**config.mk**
```make
export PLATFORM = sky130hd
export DESIGN_NAME = door_stepper_half_step_driver_core
export DESIGN_NICKNAME = d
export VERILOG_FILES = /design/src/rtl/dsh_pkg.sv /design/src/rtl/dsh_cfg.sv /design/src/rtl/dsh_update.sv /design/src/rtl/dsh_out.sv /design/src/rtl/door_stepper_half_step_driver_core.sv
export VERILOG_INCLUDE_DIRS = /design/src /design/src/rtl
export SDC_FILE = /design/constraint.sdc
export NUM_CORES = 1
export LEC_CHECK = 0
export BUFFER_PORTS_ARGS = -buffer_cell sky130_fd_sc_hd__buf_4
export CAP_MARGIN = 30
export CORE_ASPECT_RATIO = 1.5
export CORE_UTILIZATION = 62
export CTS_CLUSTER_DIAMETER = 200
export DETAILED_ROUTE_END_ITERATION = 8
export PLACE_DENSITY = 0.82
export SYNTH_ARGS = -nofsm -noshare
export SYNTH_HDL_FRONTEND = slang
export SYNTH_SLANG_ARGS = --single-unit
```
**constraint.sdc**
```tcl
create_clock -name i_clk -period 5.55 [get_ports i_clk]
set_input_delay 0.555 -clock i_clk [delete_from_list [all_inputs] [get_ports i_clk]]
set_output_delay 0.555 -clock i_clk [all_outputs]
set_load 0.02 [all_outputs]
```
**src/rtl/door_stepper_half_step_driver_core_assert.svh**
```systemverilog
// ----------------------------------------------------------------------------
// Assertion macros for the door stepper half-step driver
// Clocked on i_clk, disabled while i_rst_n is low.
// ----------------------------------------------------------------------------
`ifndef DOOR_STEPPER_HALF_STEP_DRIVER_CORE_ASSERT_SVH
`define DOOR_STEPPER_HALF_STEP_DRIVER_CORE_ASSERT_SVH

// Same-cycle implication
`define DSH_ASSERT_NOW(label, ante, cons, msg) \
    label: assert property (@(posedge i_clk) disable iff (!i_rst_n) \
        (ante) |-> (cons)) else $error(msg);

// Next-cycle implication
`define DSH_ASSERT_NEXT(label, ante, cons, msg) \
    label: assert property (@(posedge i_clk) disable iff (!i_rst_n) \
        (ante) |=> (cons)) else $error(msg);

`endif

```
**src/rtl/dsh_pkg.sv**
```systemverilog
`timescale 1ns / 1ps
// ----------------------------------------------------------------------------
// dsh_pkg
// Shared types, constants and the half-step table for the door stepper driver.
// ----------------------------------------------------------------------------
package dsh_pkg;

    // Field widths
    localparam int unsigned ANGLE_W    = 9;
    localparam int unsigned TIMEOUT_W  = 16;
    localparam int unsigned TIME_W     = 32;
    localparam int unsigned BEAT_W     = 13;
    localparam int unsigned MAG_W      = 12;
    localparam int unsigned IDX_W      = 3;
    localparam int unsigned COIL_W     = 4;
    localparam int unsigned CFG_ADDR_W = 1;
    localparam int unsigned CFG_DATA_W = 16;
    localparam int unsigned S_TDATA_W  = 40;
    localparam int unsigned M_TDATA_W  = 8;
    localparam int unsigned ACT_W      = 2;

    // Motor geometry and register reset values
    localparam int unsigned STEPS_PER_REV = 4076;
    localparam int unsigned BEAT_MAX      = 4095;
    localparam int unsigned ANGLE_RESET   = 220;
    localparam int unsigned TIMEOUT_RESET = 60;

    // angle*STEPS_PER_REV/360 as one multiply by a rounded-up reciprocal.
    // With 18 fraction bits the error stays below 1/360 for any 9-bit angle.
    localparam int unsigned RECIP_SHIFT = 18;
    localparam int unsigned RECIP_W     = 22;
    localparam longint unsigned RECIP_MUL =
        ((longint'(STEPS_PER_REV) << RECIP_SHIFT) + 359) / 360;
    localparam int unsigned PROD_W      = ANGLE_W + RECIP_W;

    localparam int unsigned TRAVEL_RAW   = ANGLE_RESET * STEPS_PER_REV / 360;
    localparam int unsigned TRAVEL_RESET = (TRAVEL_RAW > BEAT_MAX) ? BEAT_MAX : TRAVEL_RAW;

    // Command codes carried on tuser
    typedef enum logic [ACT_W-1:0] {
        ACT_TICK  = 2'd0,
        ACT_OPEN  = 2'd1,
        ACT_CLOSE = 2'd2,
        ACT_CHECK = 2'd3
    } t_action;

    // Configuration register indexes
    typedef enum logic [CFG_ADDR_W-1:0] {
        REG_DOOR_ANGLE    = 1'b0,
        REG_CLOSE_TIMEOUT = 1'b1
    } t_cfg_reg;

    // Settings seen by the update logic
    typedef struct packed {
        logic [MAG_W-1:0]     travel_mag;
        logic [TIMEOUT_W-1:0] close_timeout;
    } t_cfg;

    // Result beat, packed as on m_axis_tdata (coils in the low bits)
    typedef struct packed {
        logic              is_open;
        logic              busy;
        logic [COIL_W-1:0] coils;
    } t_result;

    // Half-step coil pattern
    function automatic logic [COIL_W-1:0] half_step_code(input logic [IDX_W-1:0] idx);
        logic [COIL_W-1:0] code;
        case (idx)
            3'd0:    code = 4'h1;
            3'd1:    code = 4'h3;
            3'd2:    code = 4'h2;
            3'd3:    code = 4'h6;
            3'd4:    code = 4'h4;
            3'd5:    code = 4'hc;
            3'd6:    code = 4'h8;
            default: code = 4'h9;
        endcase
        return code;
    endfunction

endpackage

```
**src/rtl/dsh_cfg.sv**
```systemverilog
`timescale 1ns / 1ps
// ----------------------------------------------------------------------------
// dsh_cfg
// Configuration registers; the door angle is stored as its beat magnitude.
// ----------------------------------------------------------------------------
module dsh_cfg
    import dsh_pkg::*;
(
    input  logic                  i_clk,
    input  logic                  i_rst_n,
    input  logic                  i_cfg_we,
    input  logic [CFG_ADDR_W-1:0] i_cfg_addr,
    input  logic [CFG_DATA_W-1:0] i_cfg_wdata,
    output t_cfg                  o_cfg
);

    logic [MAG_W-1:0]     r_travel_mag;
    logic [TIMEOUT_W-1:0] r_close_timeout;

    logic [ANGLE_W-1:0]   w_angle;
    logic [PROD_W-1:0]    w_prod;
    logic [BEAT_W-1:0]    w_mag_full;
    logic [MAG_W-1:0]     n_travel_mag;

    // Beat magnitude from the written angle, saturated to 12 bits
    assign w_angle    = i_cfg_wdata[ANGLE_W-1:0];
    assign w_prod     = PROD_W'(w_angle) * PROD_W'(RECIP_MUL);
    assign w_mag_full = w_prod[RECIP_SHIFT +: BEAT_W];

    always_comb begin
        if (w_mag_full > BEAT_W'(BEAT_MAX)) begin
            n_travel_mag = MAG_W'(BEAT_MAX);
        end else begin
            n_travel_mag = w_mag_full[MAG_W-1:0];
        end
    end

    // Register writes
    always_ff @(posedge i_clk) begin
        if (!i_rst_n) begin
            r_travel_mag    <= MAG_W'(TRAVEL_RESET);
            r_close_timeout <= TIMEOUT_W'(TIMEOUT_RESET);
        end else if (i_cfg_we) begin
            unique case (t_cfg_reg'(i_cfg_addr))
                REG_DOOR_ANGLE:    r_travel_mag    <= n_travel_mag;
                REG_CLOSE_TIMEOUT: r_close_timeout <= i_cfg_wdata[TIMEOUT_W-1:0];
                default:           ;
            endcase
        end
    end

    assign o_cfg.travel_mag    = r_travel_mag;
    assign o_cfg.close_timeout = r_close_timeout;

endmodule

```
**src/rtl/dsh_update.sv**
```systemverilog
`timescale 1ns / 1ps
// ----------------------------------------------------------------------------
// dsh_update
// Motor and door state, updated once per accepted input beat.
// ----------------------------------------------------------------------------
`include "door_stepper_half_step_driver_core_assert.svh"

module dsh_update
    import dsh_pkg::*;
(
    input  logic              i_clk,
    input  logic              i_rst_n,
    input  logic              i_accept,
    input  t_action           i_action,
    input  logic [TIME_W-1:0] i_now_time,
    input  logic              i_standby,
    input  t_cfg              i_cfg,
    output t_result           o_result
);

    logic [IDX_W-1:0]         r_phase_index, n_phase_index;
    logic signed [BEAT_W-1:0] r_beats_left,  n_beats_left;
    logic                     r_busy,        n_busy;
    logic                     r_is_open,     n_is_open;
    logic [TIME_W-1:0]        r_open_ts,     n_open_ts;
    logic [COIL_W-1:0]        r_coils,       n_coils;

    logic [TIME_W-1:0]        w_deadline;
    logic                     w_timed_out;
    logic signed [BEAT_W-1:0] w_travel;
    logic signed [BEAT_W-1:0] w_beats_dec;
    logic                     w_fwd_tick;
    logic                     w_open_acc;

    // Auto-close deadline wraps modulo 2^32
    assign w_deadline  = r_open_ts + TIME_W'(i_cfg.close_timeout);
    assign w_timed_out = (i_now_time >= w_deadline);
    assign w_travel    = BEAT_W'(i_cfg.travel_mag);
    assign w_beats_dec = r_beats_left - BEAT_W'(1);

    // Next state for the current beat
    always_comb begin
        n_phase_index = r_phase_index;
        n_beats_left  = r_beats_left;
        n_busy        = r_busy;
        n_is_open     = r_is_open;
        n_open_ts     = r_open_ts;
        n_coils       = r_coils;
        unique case (i_action)
            ACT_TICK: begin
                if (r_beats_left != '0) begin
                    if (r_beats_left > 0) begin
                        n_phase_index = r_phase_index + IDX_W'(1);
                        n_beats_left  = w_beats_dec;
                    end else begin
                        n_phase_index = r_phase_index - IDX_W'(1);
                        n_beats_left  = r_beats_left + BEAT_W'(1);
                    end
                    n_coils = half_step_code(n_phase_index);
                end else if (r_busy) begin
                    n_coils = '0;
                    n_busy  = 1'b0;
                end
            end
            ACT_OPEN: begin
                n_is_open    = 1'b1;
                n_open_ts    = i_now_time;
                n_beats_left = -w_travel;
                n_busy       = 1'b1;
            end
            ACT_CLOSE: begin
                n_is_open    = 1'b0;
                n_beats_left = w_travel;
                n_busy       = 1'b1;
            end
            ACT_CHECK: begin
                if (i_standby && r_is_open && w_timed_out) begin
                    n_is_open    = 1'b0;
                    n_beats_left = w_travel;
                    n_busy       = 1'b1;
                end
            end
            default: ;
        endcase
    end

    // State registers
    always_ff @(posedge i_clk) begin
        if (!i_rst_n) begin
            r_phase_index <= '0;
            r_beats_left  <= '0;
            r_busy        <= 1'b0;
            r_is_open     <= 1'b0;
            r_open_ts     <= '0;
            r_coils       <= '0;
        end else if (i_accept) begin
            r_phase_index <= n_phase_index;
            r_beats_left  <= n_beats_left;
            r_busy        <= n_busy;
            r_is_open     <= n_is_open;
            r_open_ts     <= n_open_ts;
            r_coils       <= n_coils;
        end
    end

    // Result reflects the state after this beat
    assign o_result.coils   = n_coils;
    assign o_result.busy    = n_busy;
    assign o_result.is_open = n_is_open;

    // Accepted commands watched by the checks below
    assign w_fwd_tick = i_accept && (i_action == ACT_TICK) && (r_beats_left > 0);
    assign w_open_acc = i_accept && (i_action == ACT_OPEN);

    // A pending count always means a move is in progress
    `DSH_ASSERT_NOW(a_beats_imply_busy, !r_busy, r_beats_left == '0, "beats left while idle")
    // Forward tick counts down by one
    `DSH_ASSERT_NEXT(a_fwd_count, w_fwd_tick, r_beats_left == $past(w_beats_dec), "no count down")
    // Open command marks the door open
    `DSH_ASSERT_NEXT(a_open_marks_door, w_open_acc, r_is_open && r_busy, "open not recorded")

endmodule

```
**src/rtl/dsh_out.sv**
```systemverilog
`timescale 1ns / 1ps
// ----------------------------------------------------------------------------
// dsh_out
// Output register with a skid stage so input is taken while a result stalls.
// ----------------------------------------------------------------------------
`include "door_stepper_half_step_driver_core_assert.svh"

module dsh_out
    import dsh_pkg::*;
(
    input  logic    i_clk,
    input  logic    i_rst_n,
    input  logic    i_push,
    input  t_result i_result,
    output logic    o_ready,
    output logic    o_valid,
    input  logic    i_pop_ready,
    output t_result o_result
);

    logic    r_out_vld;
    logic    r_skid_vld;
    t_result r_out_data;
    t_result r_skid_data;
    logic    w_out_free;

    assign w_out_free = !r_out_vld || i_pop_ready;

    // Valid flags
    always_ff @(posedge i_clk) begin
        if (!i_rst_n) begin
            r_out_vld  <= 1'b0;
            r_skid_vld <= 1'b0;
        end else if (w_out_free) begin
            r_out_vld  <= r_skid_vld || i_push;
            r_skid_vld <= 1'b0;
        end else if (i_push) begin
            r_skid_vld <= 1'b1;
        end
    end

    // Payload; the skid beat is older than any new push
    always_ff @(posedge i_clk) begin
        if (w_out_free) begin
            if (r_skid_vld) begin
                r_out_data <= r_skid_data;
            end else if (i_push) begin
                r_out_data <= i_result;
            end
        end else if (i_push) begin
            r_skid_data <= i_result;
        end
    end

    assign o_ready  = !r_skid_vld;
    assign o_valid  = r_out_vld;
    assign o_result = r_out_data;

    // Skid stage only fills behind a held output
    `DSH_ASSERT_NOW(a_skid_behind_out, r_skid_vld, r_out_vld, "skid full with output empty")

endmodule

```
**src/rtl/door_stepper_half_step_driver_core.sv**
```systemverilog
`timescale 1ns / 1ps
// State update and coil table lookup are combinational; the output stage registers results.
// Throughput: one beat per cycle while s_axis_tready is high.
// A two-entry output stage keeps s_axis_tready high while one result waits.
// Reset (synchronous, active low): motor idle, coils off, door closed,
// door angle 220 degrees, close timeout 60 seconds, output stage empty.
// ----------------------------------------------------------------------------
// door_stepper_half_step_driver_core
// Half-step sequencer for a four-coil door stepper with open, close,
// tick and standby auto-close commands.
// ----------------------------------------------------------------------------
module door_stepper_half_step_driver_core
    import dsh_pkg::*;
(
    input  logic                  i_clk,
    input  logic                  i_rst_n,
    // Configuration writes
    input  logic                  i_cfg_we,
    input  logic [CFG_ADDR_W-1:0] i_cfg_addr,
    input  logic [CFG_DATA_W-1:0] i_cfg_wdata,
    // Command stream
    input  logic                  s_axis_tvalid,
    output logic                  s_axis_tready,
    input  logic [S_TDATA_W-1:0]  s_axis_tdata,  // now_time[31:0], standby[32], zero pad
    input  logic [ACT_W-1:0]      s_axis_tuser,  // action[1:0]
    // Result stream
    output logic                  m_axis_tvalid,
    input  logic                  m_axis_tready,
    output logic [M_TDATA_W-1:0]  m_axis_tdata   // coils[3:0], busy_res[4], is_open[5], zero pad
);

    t_cfg    w_cfg;
    t_result w_next_result;
    t_result w_out_result;
    logic    w_accept;

    assign w_accept = s_axis_tvalid && s_axis_tready;

    dsh_cfg u_cfg (
        .i_clk       (i_clk),
        .i_rst_n     (i_rst_n),
        .i_cfg_we    (i_cfg_we),
        .i_cfg_addr  (i_cfg_addr),
        .i_cfg_wdata (i_cfg_wdata),
        .o_cfg       (w_cfg)
    );

    dsh_update u_update (
        .i_clk      (i_clk),
        .i_rst_n    (i_rst_n),
        .i_accept   (w_accept),
        .i_action   (t_action'(s_axis_tuser)),
        .i_now_time (s_axis_tdata[TIME_W-1:0]),
        .i_standby  (s_axis_tdata[TIME_W]),
        .i_cfg      (w_cfg),
        .o_result   (w_next_result)
    );

    dsh_out u_out (
        .i_clk       (i_clk),
        .i_rst_n     (i_rst_n),
        .i_push      (w_accept),
        .i_result    (w_next_result),
        .o_ready     (s_axis_tready),
        .o_valid     (m_axis_tvalid),
        .i_pop_ready (m_axis_tready),
        .o_result    (w_out_result)
    );

    assign m_axis_tdata = M_TDATA_W'(w_out_result);

endmodule

```
==> results.toml <==
[timing]
slew_violations = 0
slew_headroom = 0.365
rsz0062_at_grt = "false"
fmax_mhz = 202
setup_tns_ns = 0
report.final.hold_viol_count = 0
finalClockSkew_ns = 0.00614
min_period_ns = 4.95
worstMarginPinSlew_ns = 0.952
fin_crit_sh = 0.892
setup_viol = 0
fin_ws_ns = 0.597

[yosys]
avgSynthCellArea_um2 = 8.39
synth_enable_flop_cells = 12
ys_ff_latch = 96
dominantRegCellSynth = "dfxtp_1"
syn_area_um2 = 9540
synth_cell_type_count = 73
synth_warnings = 0
async_flop_share = 0
synth_cells = 1137
ys_seq_area_frac = 0.214

[clock_network]
cts_buffers = 9
clk_path_buf_depth = 2
post_cts_resized = 0
cts_tree = "yes"
htreeDepth = 3
root_buffer = "clkbuf_16"
hold_buffers = 0
clk_pin_slew_ns = 0.07
cts_setup_buffers = 0
clk_latency_ns = 0.35
clock_sinks = 96

[floorplan]
die_w_um = 103
die_y_um = 154
start_util = 0.633
die_area_um2 = 15900
pin_count = 74
coreArea_um2 = 15100
core.rowCount = 55

[route]
wl_um = 22800
drt-vias-per-instance = 6.04
ant_nets = 0
routedWlPerCell_um = 16.4
drt_iter0_drc = 299
drt_first_pass_iters = 5
vias = 8393
drc_errors = 0

[critical_path]
critPathLaunchType = "primary input"
worstPathCellList = "buf_4 > fa_1 > inv_1 > fa_1 > inv_1 > fa_1 > inv_1 > fa_1 > inv_1 > ha_1 > a21oi_1 > o211ai_1 > a31oi_2 > o21ai_0 > a41o_1 > or4_1 > and3_4 > a31oi_1"
worstPathArrival_ns = 5.23
cp_top_family = "adder cells"
crit_fanout = 12
slowest_stage = "fa_1"
crit_required_ns = 5.83
critPathCaptureType = "flop"
path_class = "in -> reg"
crit_path_max_incr_delay_ns = 0.62
critPathBufInv = 5

[place]
gp_congestion = 0.964
dp.cells = 1373
place_ws_ns = 0.294
portBuffers = 64
dp_hpwl_um = 17900

[layout]
stdcell_count = 1389
nNetsFinal = 1446
final_util = 0.697
area_growth_pct = 10.1
drive_gt1_frac = 0.0924
diodes = 0

[power_and_ir_drop]
cellPowerDensity_nw_per_um2 = 326
vdd_drop_max_uv = 247
p_leak_uw = 0.00485

[run]
cap_violations = 0

[grt]
grt_pass1_wl_um = 37300
grt_pass1_vias = 8236
grt.total_usage = 0.300
grt_max_degree = 36
antenna_found_initial = 0
grt-ovfl-total = 0

[hold_path]
hp-class = "in -> reg"

[outcome]
status = "complete, no violations"
[cell usage after synthesis, types with 4 or more instances]
library cell	count	share of area
o21a_1	8	0.0063
and3_1	10	0.0066
nor3_1	23	0.012
o31ai_1	4	0.0031
inv_1	129	0.051
a31oi_1	16	0.010
clkbuf_1	22	0.0087
o211ai_1	11	0.0087
nand3_1	22	0.012
a211oi_1	11	0.0087
nand2b_1	9	0.0059
a21oi_1	118	0.062
nor2b_1	13	0.0085
xnor2_1	32	0.029
fa_1	54	0.11
mux2_2	5	0.0059
and2_1	5	0.0033
nor4_1	5	0.0033
ha_1	143	0.19
nand4_1	12	0.0079
a21o_1	39	0.031
buf_6	4	0.0047
a21boi_0	4	0.0031
dfxtp_1	84	0.18
edfxtp_1	12	0.038
or2_2	7	0.0046
o21ai_0	44	0.023
and4_1	4	0.0037
a211o_1	5	0.0046
nand2_1	132	0.052
o311ai_0	4	0.0037
a311oi_1	5	0.0046
buf_2	7	0.0037
o21ai_1	4	0.0021
nor2_1	52	0.020
xor2_1	17	0.016
[metrics by stage]
stage	total power [µW]	hold WS, ns	cell area (µm²)
after floorplan	2250	0.440	9550
after global placement	2640	0.446	10100
after detailed placement	2690	0.452	10200
after CTS	3410	0.449	10500
after global routing	3680	0.453	10500
final	3420	0.456	10500
[final timing paths]
kind | start | end | slack [ns] | cells after the start
max | i_cfg_wdata[3] | u_cfg.r_travel_mag[8] | 0.60 | 18
max reg2reg | u_cfg.r_close_timeout[0] | u_update.r_beats_left[0] | 0.79 | 19
min reg2reg | u_update.r_open_ts[6] | u_update.r_open_ts[6] | 0.46 | 2
min | i_cfg_wdata[10] | u_cfg.r_close_timeout[10] | 0.46 | 3
[registers in the layout (all words and copies together) (netlist names)]
name and flops:
u_out.r_skid_data 6, u_update.r_open_ts 32, u_out.r_skid_vld 1, u_update.r_coils 4
u_update.r_phase_index 3, u_cfg.r_close_timeout 16, u_out.o_valid 1, u_update.r_busy 1
u_update.r_beats_left 13, u_out.o_result 6, u_cfg.r_travel_mag 12, u_update.r_is_open 1
[placed cells by master (no fill, tap or decap), drive strengths merged, types with 5 or more instances in the layout]
| master | count |
|---|---|
| dfxtp | 84 |
| o21a | 8 |
| o211ai | 11 |
| a311oi | 5 |
| a211oi | 11 |
| and2 | 5 |
| a31oi | 17 |
| edfxtp | 12 |
| a21o | 39 |
| fa | 54 |
| nor2b | 13 |
| buf | 71 |
| o21ai | 48 |
| or2 | 7 |
| nand3 | 22 |
| and3 | 12 |
| nand2 | 132 |
| nand4 | 12 |
| nor4 | 6 |
| inv | 132 |
| xnor2 | 33 |
| xor2 | 17 |
| clkbuf | 11 |
| nor2 | 52 |
| a211o | 5 |
| ha | 143 |
| nand2b | 9 |
| a21oi | 119 |
| mux2 | 5 |
| nor3 | 23 |
[worst reg2reg max path, cell delays in order (launching register included)]
cell,delay [ns]
dfxtp_1,0.36
ha_1,0.19
inv_1,0.06
fa_1,0.41
nor2b_1,0.13
o21a_1,0.15
o211ai_1,0.14
a211o_1,0.32
a31oi_1,0.21
o21ai_1,0.24
a21boi_0,0.28
xnor2_1,0.10
ha_1,0.27
nand4_1,0.12
nor2_1,0.13
nand3_1,0.13
a2111o_1,0.44
o211a_1,0.34
or4_1,0.52
a31oi_1,0.17
[where the power goes]
group	total, µW	switching, µW	internal, µW	leakage [µW]
registers	827	61.0	766	0.000803
clock network	710	268	442	0.000164
logic	1880	1070	814	0.00388
total	3420	1400	2020	0.00485
[layer usage]
metal  vias to the layer above  wire length (µm)  GRT usage
li1                       4077                 -          -
met1                      3985              8720      0.325
met2                       250             12100      0.553
met3                        81               816     0.0255
met4                         0              1190      0.169
met5                         -                 0          0
[cell type report]
cell class / count / area (µm²)
tap: 199 / 249
multi-input combinational: 875 / 6830
inverter: 132 / 495
sequential: 96 / 2040
clock inverter: 5 / 104
fill: 1195 / 4560
clock buffer: 11 / 233
timing repair buffer: 71 / 553
[cells by family after synthesis]
kind of cell               after synthesis  synth area share
adders and majority gates              197             0.301
AOI/OAI and AO/OA                      307             0.203
buffers and inverters                  167            0.0705
and+or+nand+nor                        311             0.156
other                                    1          0.000393
xor gates and xnor gates                50            0.0467
muxes                                    8           0.00905
DFF                                     96             0.214
No activity file was read; power rests on OpenSTA's default activity.
